===== src/sv/mbq_pkg.sv =====
package mbq_pkg;

  // Field widths of the words on both channels.
  localparam int SAMPLE_W = 24;
  localparam int CH_W     = 3;

  // Configuration port.
  localparam int NUM_REGS = 8;
  localparam int CFG_IDX_W = 3;
  localparam int CFG_W    = 32;
  localparam int COEF_W   = 32;
  localparam int ACT_W    = 4;

  // Register indexes.
  localparam logic [CFG_IDX_W-1:0] REG_B0      = 3'd0;
  localparam logic [CFG_IDX_W-1:0] REG_B1      = 3'd1;
  localparam logic [CFG_IDX_W-1:0] REG_B2      = 3'd2;
  localparam logic [CFG_IDX_W-1:0] REG_A1      = 3'd3;
  localparam logic [CFG_IDX_W-1:0] REG_A2      = 3'd4;
  localparam logic [CFG_IDX_W-1:0] REG_ENABLED = 3'd5;
  localparam logic [CFG_IDX_W-1:0] REG_NEUTRAL = 3'd6;
  localparam logic [CFG_IDX_W-1:0] REG_ACTIVE  = 3'd7;

  // Reset values of the registers.
  localparam logic [COEF_W-1:0] COEF_B0_RST = 32'h1000_0000;
  localparam logic [ACT_W-1:0]  ACTIVE_RST  = 4'd1;

  // Channel state storage.
  localparam int MAX_CHANNELS = 8;
  localparam int CH_IDX_W = (MAX_CHANNELS > 1) ? $clog2(MAX_CHANNELS) : 1;
  localparam int CH_EXT_W = (CH_IDX_W > CH_W) ? CH_IDX_W : CH_W;
  localparam int DELAY_W  = 48;

  // Serial multiplier: the sample operand is consumed in 4-bit digits.
  localparam int DIG_W    = 4;
  localparam int DIGITS   = SAMPLE_W / DIG_W;
  localparam int DCNT_W   = $clog2(DIGITS);
  localparam int PP_W     = COEF_W + DIG_W + 1;
  localparam int ACC_W    = COEF_W + SAMPLE_W;
  localparam int PROD_SH  = 11;
  localparam int PROD_W   = ACC_W - PROD_SH;
  localparam int YACC_W   = DELAY_W + 1;
  localparam int Y_SH     = 17;
  localparam int Z_W      = DELAY_W + 2;

endpackage


===== src/sv/mbq_stream_if.sv =====
// Input channel: one sample word with its channel index.
interface mbq_in_if
  import mbq_pkg::*;
();
  logic                       valid;
  logic                       ready;
  logic signed [SAMPLE_W-1:0] sample_in;
  logic        [CH_W-1:0]     channel;

  modport source (output valid, output sample_in, output channel, input ready);
  modport sink   (input valid, input sample_in, input channel, output ready);
endinterface

// Result channel: one filtered or passed-through sample word.
interface mbq_out_if
  import mbq_pkg::*;
();
  logic                       valid;
  logic                       ready;
  logic signed [SAMPLE_W-1:0] sample_out;

  modport source (output valid, output sample_out, input ready);
  modport sink   (input valid, input sample_out, output ready);
endinterface


===== src/sv/multichannel_biquad_tdf2_core.sv =====
// Multichannel biquad in transposed direct form II with Q4.28 coefficients and
// 48-bit delay terms per channel. A word is taken only while the sequencer is
// idle, so a word is finished before the next is taken: the five coefficient
// products share one digit-serial multiplier that takes the 24-bit operand four
// bits a cycle, and each product is then rounded and accumulated; the output
// saturation and the delay write-back follow, then the hand-off to the output
// register and the return to idle. A word that passes through (block disabled,
// neutral, or channel not active) leaves the delay state untouched.
// The result sits in an output register, so a new word is taken while the
// previous result still waits on the output side.
module multichannel_biquad_tdf2_core
  import mbq_pkg::*;
(
  input  logic                 clk,
  input  logic                 rst_n,
  mbq_in_if.sink               in_ch,
  mbq_out_if.source            out_ch,
  input  logic                 cfg_we,
  input  logic [CFG_IDX_W-1:0] cfg_index,
  input  logic [CFG_W-1:0]     cfg_wdata
);

  // Sequencer states.
  localparam logic [2:0] ST_IDLE = 3'd0;
  localparam logic [2:0] ST_MUL  = 3'd1;
  localparam logic [2:0] ST_RND  = 3'd2;
  localparam logic [2:0] ST_ACC  = 3'd3;
  localparam logic [2:0] ST_YSAT = 3'd4;
  localparam logic [2:0] ST_WB   = 3'd5;
  localparam logic [2:0] ST_DONE = 3'd6;

  // Product being formed.
  localparam logic [2:0] K_B0 = 3'd0;
  localparam logic [2:0] K_B1 = 3'd1;
  localparam logic [2:0] K_B2 = 3'd2;
  localparam logic [2:0] K_A1 = 3'd3;
  localparam logic [2:0] K_A2 = 3'd4;

  localparam logic [DCNT_W-1:0] DCNT_LAST = DCNT_W'(DIGITS - 1);

  localparam logic signed [Z_W-1:0] DLY_MAX = Z_W'({1'b0, {(DELAY_W-1){1'b1}}});
  localparam logic signed [Z_W-1:0] DLY_MIN = -DLY_MAX - Z_W'(1);
  localparam int YSH_W = YACC_W + 1 - Y_SH;
  localparam logic signed [YSH_W-1:0] OUT_MAX = YSH_W'({1'b0, {(SAMPLE_W-1){1'b1}}});
  localparam logic signed [YSH_W-1:0] OUT_MIN = -OUT_MAX - YSH_W'(1);

  // Configuration registers.
  logic signed [COEF_W-1:0] coef_r [5];
  logic                     enabled_r;
  logic                     neutral_r;
  logic [ACT_W-1:0]         active_r;

  // Control state.
  logic [2:0]        state_r;
  logic [2:0]        k_r;
  logic [DCNT_W-1:0] dcnt_r;
  logic              out_valid_r;
  logic              bypass_r;

  // Payload.
  logic signed [SAMPLE_W-1:0] x_r;
  logic [CH_IDX_W-1:0]        idx_r;
  logic [SAMPLE_W-1:0]        opnd_r;
  logic signed [ACC_W-1:0]    acc_r;
  logic signed [PROD_W-1:0]   prod_r;
  logic signed [YACC_W-1:0]   yacc_r;
  logic signed [Z_W-1:0]      z1_r;
  logic signed [Z_W-1:0]      z2_r;
  logic signed [SAMPLE_W-1:0] res_r;
  logic signed [SAMPLE_W-1:0] out_sample_r;

  // Per-channel delay terms.
  logic signed [DELAY_W-1:0] dly_one_r [MAX_CHANNELS];
  logic signed [DELAY_W-1:0] dly_two_r [MAX_CHANNELS];

  logic                       in_fire;
  logic                       filt;
  logic [CH_EXT_W-1:0]        ch_ext;
  logic signed [COEF_W-1:0]   coef_sel;
  logic signed [DIG_W:0]      sdig;
  logic signed [PP_W-1:0]     pp;
  logic signed [ACC_W-1:0]    acc_nxt;
  logic signed [ACC_W:0]      rnd_sum;
  logic signed [YACC_W:0]     ysum;
  logic signed [YSH_W-1:0]    yshift;
  logic signed [SAMPLE_W-1:0] y_nxt;
  logic signed [DELAY_W-1:0]  z1_sat;
  logic signed [DELAY_W-1:0]  z2_sat;
  logic                       out_load;

  assign in_ch.ready       = (state_r == ST_IDLE);
  assign in_fire           = in_ch.valid && in_ch.ready;
  assign out_ch.valid      = out_valid_r;
  assign out_ch.sample_out = out_sample_r;
  assign out_load          = (state_r == ST_DONE) && (!out_valid_r || out_ch.ready);

  // A word is filtered only when the block is on, not neutral and the channel is active.
  assign filt = enabled_r && !neutral_r && ({1'b0, in_ch.channel} < active_r) &&
                (int'(in_ch.channel) < MAX_CHANNELS);
  assign ch_ext = CH_EXT_W'(in_ch.channel);

  // Coefficient for the current product.
  always_comb begin
    case (k_r)
      K_B0:    coef_sel = coef_r[0];
      K_B1:    coef_sel = coef_r[1];
      K_B2:    coef_sel = coef_r[2];
      K_A1:    coef_sel = coef_r[3];
      K_A2:    coef_sel = coef_r[4];
      default: coef_sel = '0;
    endcase
  end

  // Digit-serial multiply, most significant digit first; only the top digit is signed.
  assign sdig = (dcnt_r == '0) ? {opnd_r[SAMPLE_W-1], opnd_r[SAMPLE_W-1 -: DIG_W]}
                               : {1'b0, opnd_r[SAMPLE_W-1 -: DIG_W]};
  assign pp = coef_sel * sdig;
  assign acc_nxt = (dcnt_r == '0) ? ACC_W'(pp) : ((acc_r <<< DIG_W) + ACC_W'(pp));

  // Round half up to Q5.40, the fraction scale of the Q8.40 delay terms.
  assign rnd_sum = {acc_r[ACC_W-1], acc_r} + (ACC_W+1)'(1 << (PROD_SH - 1));

  // Output rounding and saturation of y.
  assign ysum   = {yacc_r[YACC_W-1], yacc_r} + (YACC_W+1)'(1 << (Y_SH - 1));
  assign yshift = ysum[YACC_W:Y_SH];
  always_comb begin
    if (yshift > OUT_MAX) begin
      y_nxt = OUT_MAX[SAMPLE_W-1:0];
    end else if (yshift < OUT_MIN) begin
      y_nxt = OUT_MIN[SAMPLE_W-1:0];
    end else begin
      y_nxt = yshift[SAMPLE_W-1:0];
    end
  end

  // Saturation of the new delay terms.
  always_comb begin
    if (z1_r > DLY_MAX) begin
      z1_sat = DLY_MAX[DELAY_W-1:0];
    end else if (z1_r < DLY_MIN) begin
      z1_sat = DLY_MIN[DELAY_W-1:0];
    end else begin
      z1_sat = z1_r[DELAY_W-1:0];
    end
    if (z2_r > DLY_MAX) begin
      z2_sat = DLY_MAX[DELAY_W-1:0];
    end else if (z2_r < DLY_MIN) begin
      z2_sat = DLY_MIN[DELAY_W-1:0];
    end else begin
      z2_sat = z2_r[DELAY_W-1:0];
    end
  end

  // Configuration writes.
  always_ff @(posedge clk) begin
    if (!rst_n) begin
      coef_r[0] <= COEF_B0_RST;
      coef_r[1] <= '0;
      coef_r[2] <= '0;
      coef_r[3] <= '0;
      coef_r[4] <= '0;
      enabled_r <= 1'b0;
      neutral_r <= 1'b1;
      active_r  <= ACTIVE_RST;
    end else if (cfg_we) begin
      case (cfg_index)
        REG_B0:      coef_r[0] <= cfg_wdata[COEF_W-1:0];
        REG_B1:      coef_r[1] <= cfg_wdata[COEF_W-1:0];
        REG_B2:      coef_r[2] <= cfg_wdata[COEF_W-1:0];
        REG_A1:      coef_r[3] <= cfg_wdata[COEF_W-1:0];
        REG_A2:      coef_r[4] <= cfg_wdata[COEF_W-1:0];
        REG_ENABLED: enabled_r <= cfg_wdata[0];
        REG_NEUTRAL: neutral_r <= cfg_wdata[0];
        REG_ACTIVE:  active_r  <= cfg_wdata[ACT_W-1:0];
        default:     ;
      endcase
    end
  end

  // Sequencer and output register valid.
  always_ff @(posedge clk) begin
    if (!rst_n) begin
      state_r     <= ST_IDLE;
      k_r         <= K_B0;
      dcnt_r      <= '0;
      out_valid_r <= 1'b0;
      bypass_r    <= 1'b0;
    end else begin
      if (out_load) begin
        out_valid_r <= 1'b1;
      end else if (out_ch.ready) begin
        out_valid_r <= 1'b0;
      end
      case (state_r)
        ST_IDLE: begin
          if (in_fire) begin
            bypass_r <= !filt;
            k_r      <= K_B0;
            dcnt_r   <= '0;
            state_r  <= filt ? ST_MUL : ST_DONE;
          end
        end
        ST_MUL: begin
          if (dcnt_r == DCNT_LAST) begin
            dcnt_r  <= '0;
            state_r <= ST_RND;
          end else begin
            dcnt_r <= dcnt_r + DCNT_W'(1);
          end
        end
        ST_RND: state_r <= ST_ACC;
        ST_ACC: begin
          if (k_r == K_B0) begin
            state_r <= ST_YSAT;
          end else if (k_r == K_A2) begin
            state_r <= ST_WB;
          end else begin
            k_r     <= k_r + 3'd1;
            state_r <= ST_MUL;
          end
        end
        ST_YSAT: begin
          k_r     <= K_B1;
          state_r <= ST_MUL;
        end
        ST_WB:   state_r <= ST_DONE;
        ST_DONE: begin
          if (out_load) begin
            state_r <= ST_IDLE;
          end
        end
        default: state_r <= ST_IDLE;
      endcase
    end
  end

  // Datapath registers.
  always_ff @(posedge clk) begin
    if (out_load) begin
      out_sample_r <= res_r;
    end
    case (state_r)
      ST_IDLE: begin
        if (in_fire) begin
          x_r    <= in_ch.sample_in;
          res_r  <= in_ch.sample_in;
          opnd_r <= in_ch.sample_in;
          idx_r  <= ch_ext[CH_IDX_W-1:0];
        end
      end
      ST_MUL: begin
        acc_r  <= acc_nxt;
        opnd_r <= opnd_r << DIG_W;
      end
      ST_RND: prod_r <= rnd_sum[ACC_W-1:PROD_SH];
      ST_ACC: begin
        case (k_r)
          K_B0: yacc_r <= YACC_W'(prod_r) + YACC_W'(dly_one_r[idx_r]);
          K_B1: begin
            z1_r   <= Z_W'(prod_r) + Z_W'(dly_two_r[idx_r]);
            opnd_r <= x_r;
          end
          K_B2: begin
            z2_r   <= Z_W'(prod_r);
            opnd_r <= res_r;
          end
          K_A1: begin
            z1_r   <= z1_r - Z_W'(prod_r);
            opnd_r <= res_r;
          end
          K_A2:    z2_r <= z2_r - Z_W'(prod_r);
          default: ;
        endcase
      end
      ST_YSAT: begin
        res_r  <= y_nxt;
        opnd_r <= x_r;
      end
      default: ;
    endcase
  end

  // Delay state: cleared by reset, written once per filtered word.
  always_ff @(posedge clk) begin
    if (!rst_n) begin
      for (int i = 0; i < MAX_CHANNELS; i++) begin
        dly_one_r[i] <= '0;
        dly_two_r[i] <= '0;
      end
    end else if (state_r == ST_WB) begin
      dly_one_r[idx_r] <= z1_sat;
      dly_two_r[idx_r] <= z2_sat;
    end
  end

  // A word that passes through leaves with its own value.
  a_bypass_value: assert property (@(posedge clk) disable iff (!rst_n)
    (state_r == ST_DONE && bypass_r) |-> (res_r == x_r))
    else $error("passed-through word changed");

  // A filtered word starts the multiplier right after it is taken.
  a_filter_start: assert property (@(posedge clk) disable iff (!rst_n)
    (in_fire && filt) |=> (state_r == ST_MUL && k_r == K_B0 && dcnt_r == '0))
    else $error("filtered word did not start the multiplier");

  // The last feedback product leads to the delay write-back.
  a_last_product: assert property (@(posedge clk) disable iff (!rst_n)
    (state_r == ST_ACC && k_r == K_A2) |=> (state_r == ST_WB))
    else $error("sequence skipped the delay write-back");

  // A new result is loaded only from the finishing state.
  a_out_source: assert property (@(posedge clk) disable iff (!rst_n)
    $rose(out_valid_r) |-> ($past(state_r) == ST_DONE))
    else $error("result loaded outside the finishing state");

endmodule


===== src/flat_wrapper.sv =====
// flat-port wrapper written by rule: the top's interface ports become plain ports
module multichannel_biquad_tdf2_core_flat import mbq_pkg::*;
  (clk, rst_n, cfg_we, cfg_index, cfg_wdata, in_ch_valid, in_ch_sample_in, in_ch_channel, in_ch_ready, out_ch_valid, out_ch_sample_out, out_ch_ready);
  mbq_in_if in_ch_i ();
  mbq_out_if out_ch_i ();
  input  logic clk;
  input  logic rst_n;
  input  logic cfg_we;
  input  logic [CFG_IDX_W-1:0] cfg_index;
  input  logic [CFG_W-1:0] cfg_wdata;
  input wire logic [$bits(in_ch_i.valid)-1:0] in_ch_valid;
  input wire logic [$bits(in_ch_i.sample_in)-1:0] in_ch_sample_in;
  input wire logic [$bits(in_ch_i.channel)-1:0] in_ch_channel;
  output wire logic [$bits(in_ch_i.ready)-1:0] in_ch_ready;
  output wire logic [$bits(out_ch_i.valid)-1:0] out_ch_valid;
  output wire logic [$bits(out_ch_i.sample_out)-1:0] out_ch_sample_out;
  input wire logic [$bits(out_ch_i.ready)-1:0] out_ch_ready;
  assign in_ch_i.valid = in_ch_valid;
  assign in_ch_i.sample_in = in_ch_sample_in;
  assign in_ch_i.channel = in_ch_channel;
  assign in_ch_ready = in_ch_i.ready;
  assign out_ch_valid = out_ch_i.valid;
  assign out_ch_sample_out = out_ch_i.sample_out;
  assign out_ch_i.ready = out_ch_ready;
  multichannel_biquad_tdf2_core u_core (.clk(clk), .rst_n(rst_n), .in_ch(in_ch_i), .out_ch(out_ch_i), .cfg_we(cfg_we), .cfg_index(cfg_index), .cfg_wdata(cfg_wdata));
endmodule

===== config.mk =====
export PLATFORM = sky130hd
export DESIGN_NAME = multichannel_biquad_tdf2_core_flat
export DESIGN_NICKNAME = d
export VERILOG_FILES = /design/src/sv/mbq_pkg.sv /design/src/sv/mbq_stream_if.sv /design/src/sv/multichannel_biquad_tdf2_core.sv /design/src/flat_wrapper.sv
export SDC_FILE = /design/constraint.sdc
export NUM_CORES = 2
export LEC_CHECK = 0
export ABC_AREA = 1
export CAP_MARGIN = 20
export CORE_MARGIN = 1
export CORE_UTILIZATION = 55
export DETAILED_ROUTE_END_ITERATION = 10
export DONT_BUFFER_PORTS = 1
export HOLD_SLACK_MARGIN = 0.06
export PLACE_DENSITY_LB_ADDON = 0.05
export SETUP_SLACK_MARGIN = 0.1
export SYNTH_ARGS = -nofsm -noshare
export SYNTH_HDL_FRONTEND = slang
export SYNTH_SLANG_ARGS = --single-unit

===== constraint.sdc =====
create_clock -name clk -period 6.7 [get_ports clk]
set_clock_uncertainty 0.05 [all_clocks]
set_input_delay 1.34 -clock clk [delete_from_list [all_inputs] [get_ports clk]]
set_output_delay 1.34 -clock clk [all_outputs]
set_load 0.01 [all_outputs]

# After elaboration in Yosys (flattened, before gate mapping)
# Memories as Yosys holds them, arrays and structs flattened. A register that Yosys moved wholly into a read port is not among the register bits.
# Cells that the tools add are included.
[op_classes]
reduce_logical = 33
magnitude_cmp = 7
addsub = 9
mul = 1
bitwise_logic = 5
n_eq_ne = 24
n_mux = 67
[ops]
columns = ["operator", "count"]
rows = [
  ["$mux 48", 6],
  ["$pmux 50 s2", 2],
  ["$mux 32", 5],
  ["$pmux 32 s5", 1],
  ["$gt 50x48->1 const B", 2],
  ["$lt 50x48->1 const B", 2],
  ["$sub 50x45->50", 2],
  ["$add 45x48->49", 2],
  ["$pmux 24 s2", 2],
  ["$pmux 24 s4", 1],
  ["$reduce_or 48->1", 2],
  ["$mux 24", 3],
  ["$add 56x12->56 const B", 1],
  ["$add 56x37->56", 1],
  ["$mux 56", 1],
  ["$add 49x18->50 const B", 1],
  ["$mux 3", 14],
  ["$mul 32x5->37", 1],
  ["$gt 33x24->1 const B", 1],
  ["$lt 33x24->1 const B", 1],
  ["$mux 1", 28],
  ["$eq 3x3->1 const B", 9],
  ["$pmux 3 s7", 1],
  ["$eq 3x2->1 const B", 6],
  ["21 further kinds", 51],
]
[word_totals]
memories = 3
mem_bits_rw = 928
ff_bits = 365
[memory_table]
columns = ["name", "words", "word_bits", "rd", "rd_clocked_by_memory_dff", "write_ports", "line", "source"]
rows = [
  ["u_core.dly_one_r", 8, 48, 1, 1, 8, "multichannel_biquad_tdf2_core.sv:73", "logic signed [DELAY_W-1:0] dly_one_r [MAX_CHANNELS];"],
  ["u_core.dly_two_r", 8, 48, 1, 1, 8, "multichannel_biquad_tdf2_core.sv:74", "logic signed [DELAY_W-1:0] dly_two_r [MAX_CHANNELS];"],
  ["u_core.coef_r", 5, 32, 5, 0, 5, "multichannel_biquad_tdf2_core.sv:48", "logic signed [COEF_W-1:0] coef_r [5];"],
]

# Depth between registers and ports, before layout
[depth]
depth_word = 6
depth_mapped = 46

# Worst setup path after synthesis
# No wires, ideal clock.
[synth_timing]
kind = "reg2reg"
startpoint = "register u_core.k_r[0]"
endpoint = "register u_core.acc_r[40] (data pin)"
path_buffers = 2
setup_slack_ps = -35
stages_incl_launch_ff = 42
required_ps = 6396
t_arrival_ps = 6431
path_cell_list = "dfxtp_1 inv_1 ha_1 nand2_1 inv_1 buf_2 buf_1 nand2_1 nand2_1 a221oi_1 nand2_1 nand2_1 inv_1 nor2_1 fa_1 fa_1 inv_1 fa_1 [6 not listed] nand2_1 nand2_1 a21o_1 xor2_1 inv_1 ha_1 nand2_1 nor2_1 inv_1 nor2_1 nand3_1 inv_1 nand2_1 nand4_1 a21oi_1 or2_2 nand3_1 nand2_1"
[synth_via]
elab_chain_cells = 5
[synth_rtl]
columns = ["element", "line", "source"]
rows = [
  ["start, declared", "multichannel_biquad_tdf2_core.sv:55", "logic [2:0] k_r;"],
  ["start signal, assigned", "multichannel_biquad_tdf2_core.sv:218", "k_r <= k_r + 3'd1;"],
  ["$eq 3x3->1, or another cell as far along", "multichannel_biquad_tdf2_core.sv:104", "case (k_r)"],
  ["$pmux 32 s5 *", "multichannel_biquad_tdf2_core.sv:104", ""],
  ["$mul 32x5->37 *", "multichannel_biquad_tdf2_core.sv:117", "assign pp = coef_sel * sdig;"],
  ["$add 56x37->56", "multichannel_biquad_tdf2_core.sv:118", "assign acc_nxt = (dcnt_r == '0) ? ACC_W'(pp) : ((acc_r <<< DIG_W) + ACC_W'(pp));"],
  ["$mux 56 *", "multichannel_biquad_tdf2_core.sv:118", ""],
  ["via u_core.acc_nxt[40]", "multichannel_biquad_tdf2_core.sv:82", "logic signed [ACC_W-1:0] acc_nxt;"],
  ["end signal, assigned", "multichannel_biquad_tdf2_core.sv:252", "acc_r <= acc_nxt;"],
  ["end, declared", "multichannel_biquad_tdf2_core.sv:64", "logic signed [ACC_W-1:0] acc_r;"],
]
# The timed path passes the listed nets; every way through them passes the cells marked *.
# A chain may end at the register's enable or synchronous reset.

# Worst setup path in the final report
[layout_timing]
startpoint = "register u_core.k_r[1]"
endpoint = "register u_core.acc_r[42] (data pin)"
# Same word-level chain as after synthesis.

==> impl_metrics.ini <==
[floorplanning]
die_w_um = 385
core_um2 = 146000
ios = 93
start_util = 0.553
die-area_um2 = 148000
die_h_um = 385
rows = 140

[logic_synthesis]
synth_edf_count = 1261
yosysTopAreaCellShare = 0.470
synth_area_leaders = edfxtp_1 47%, nor2_1 8.5%, nand2_1 8.4%, inv_1 7.1%, o21ai_0 5.4%
syn_nets = 10300
synthTopCellsByCount = 1,833 x nor2_1, 1,799 x nand2_1, 1,523 x inv_1
netlist_instances = 9841
synth_flop_cell = edfxtp_1
ys_types = 59
syn-cell-area_um2 = 80500
synth_most_common_cell = nor2_1
synth-async-reset-ratio = 0
ys_seq_area_frac = 0.475
synth-seq-cells = 1280
synth.largest_area_cell = edfxtp_1
yosysWarnings = 0
synth_area_per_cell_um2 = 8.18

[run]
cap_viol_max_count = 0

[min_path]
hold_depth = 0
hp-start = u_core.res_r[9]
min_to = u_core.out_ch.sample_out[9]
hold_path.class = flip-flop to flip-flop

[critical_path]
critPathArrivalTime_ns = 7.55
worst-setup-path-type = flip-flop to flip-flop
required_ns = 7.20
slowest_delay_ns = 0.58
r2r-end = u_core.acc_r[42]
r2r_setup_slack_ns = -0.35
crit_path_max_fanout = 10
endpoint_kind = flip-flop
start_kind = flip-flop
crit_slowest_cell = fa_1
worstReg2RegStart = u_core.k_r[1]
reg2reg_depth = 42

[sta]
tightest_slew_ns = 1.29
fmax_mhz = 142
finalSetupViolCount = 35
slew-limit-headroom = 0.134
final.period_utilization = 1.05
drv_slew = 0
hold_viol = 0
hold_ws_ns = 0.388
grt_setup_unrepaired = yes
period_minus_slack_ns = 7.05
fin_ws_ns = -0.346

[place]
place.gp.congestion = 1.07
hpwl_um = 213000
io_buffers = 0

[routing]
postRouteAntennaNets = 0
num_vias = 73700
drt_iter0_markers = 9560
dr.pass1.iters = 9
avgRoutedWirePerCell_um = 24.8
post_drt_via_cell_ratio = 5.97
remaining_drc_errors = 0
wirelength_um = 306000

[grt]
grt_pass1_vias = 70100
grt-ovfl-total = 0
grt_use_total = 0.403
antenna_found_initial = 7
grt_pass1_wl_um = 442000
grt_start_max_net_pins = 131

[clocking]
cts_hold_buf = 0
cts.sinks = 1280
root_buffer = clkbuf_16
cts_tree = yes
cts_max_level = 4
insertion_delay_ns = 0.83
cts_buffers = 141
clockBufferDepth = 3
cts.clk_slew.worst_paths_ns = 0.06

[status]
status = complete, but fails checks
violations = negative setup slack

[cells_and_area]
nFillCells = 11700
area_growth_pct = 18.8
nets = 10800
drive_above_1_share = 0.155
fin_util = 0.657
==> timing repair <==
| action | CTS | global route |
|---|---|---|
| pin swaps | 229 | 113 |
| setup endpoints to repair | 45 | 44 |
| gates resized for setup | 740 | 174 |
| cloned | 5 | 1 |
| buffers inserted | 89 | 24 |
==> how the worst max path moves through the flow <==
stage | start | endpoint | cells after the start
finish | u_core.k_r[1] | u_core.acc_r[42] | 42
floorplan | u_core.k_r[0] | u_core.acc_r[55] | 36
CTS | u_core.k_r[0] | u_core.acc_r[48] | 43
global placement | u_core.k_r[0] | u_core.acc_r[48] | 37
global route | u_core.k_r[0] | u_core.acc_r[42] | 42
detailed placement | u_core.k_r[0] | u_core.acc_r[48] | 38
==> through the flow <==
| stage | setup TNS, ns | setup slack, ns | std cells | area, um^2 |
|---|---|---|---|---|
| floorplan | 0 | 0.121 | 9841 | 80500 |
| global placement | -21.50 | -0.786 | 12000 | 86400 |
| detailed placement | -24.47 | -0.828 | 12000 | 86400 |
| CTS | -1.22 | -0.185 | 12300 | 94700 |
| global route | -16.54 | -0.599 | 12400 | 95700 |
| finish | -7.38 | -0.346 | 12400 | 95700 |
==> cell families after synthesis <==
family,synth area share
AO/OA/AOI/OAI,0.130
AND/OR/NAND/NOR,0.211
XOR/XNOR,0.0199
buffers and inverters,0.0884
flip-flops,0.475
multiplexers,0.000124
adder cells (fa/ha/maj),0.0760
==> area by class of cell <==
class | count | area [um^2] | share of cell area
antenna | 3 | 7.51 | 0.0000784
clock buffer | 182 | 3720 | 0.0389
clock inverter | 73 | 793 | 0.00829
inverter | 1537 | 5830 | 0.0609
multi-input combinational | 6689 | 38900 | 0.406
sequential | 1280 | 38300 | 0.400
tap | 1917 | 2400 | 0.0251
timing repair buffer | 672 | 5790 | 0.0605
==> per-layer routing <==
layer | part of all wire | track usage | vias to the layer above
met5 | 0.00094 | 0.0114 | -
met4 | 0.048 | 0.170 | 10
met3 | 0.12 | 0.0917 | 818
met2 | 0.44 | 0.620 | 4465
met1 | 0.39 | 0.548 | 34900
li1 | - | - | 33500
==> state kept, by name, summed over array words and instances (netlist names), named ones only <==
signal	flops
u_core.acc_r	56
u_core.active_r	4
u_core.coef_r	160
u_core.dcnt_r	3
u_core.dly_one_r	384
u_core.dly_two_r	384
u_core.enabled_r	1
u_core.idx_r	3
u_core.k_r	3
u_core.neutral_r	1
u_core.opnd_r	24
u_core.out_ch.sample_out	24
u_core.out_ch.valid	1
u_core.prod_r	45
u_core.res_r	24
u_core.state_r	3
u_core.x_r	24
u_core.yacc_r	33
u_core.z1_r	50
u_core.z2_r	50
==> cell usage in the layout (no fill, tap or decap), drive strengths merged, types with 81 or more instances in the layout <==
cell / synthesis / layout
a21oi: 456 / 456
a31oi: 174 / 174
buf: 70 / 668
clkbuf: 265 / 186
edfxtp: 1261 / 1261
fa: 102 / 102
ha: 326 / 326
inv: 1534 / 1545
nand2: 1816 / 1816
nand3: 275 / 275
nand4: 81 / 81
nor2: 1845 / 1845
nor3: 91 / 91
o21ai: 874 / 874
o22ai: 98 / 98
xor2: 121 / 121
==> critical path: cells and delay by family, from the launching register on <==
family,cells,cell delay [ns]
DFF,1,0.37
AOI/OAI and AO/OA,6,0.78
and+or+nand+nor,15,1.92
buffers and inverters,15,1.52
adders and majority gates,6,2.10
Power is not shown: default switching activity piles up to over one toggle a cycle in this logic, so the estimate is an artifact.
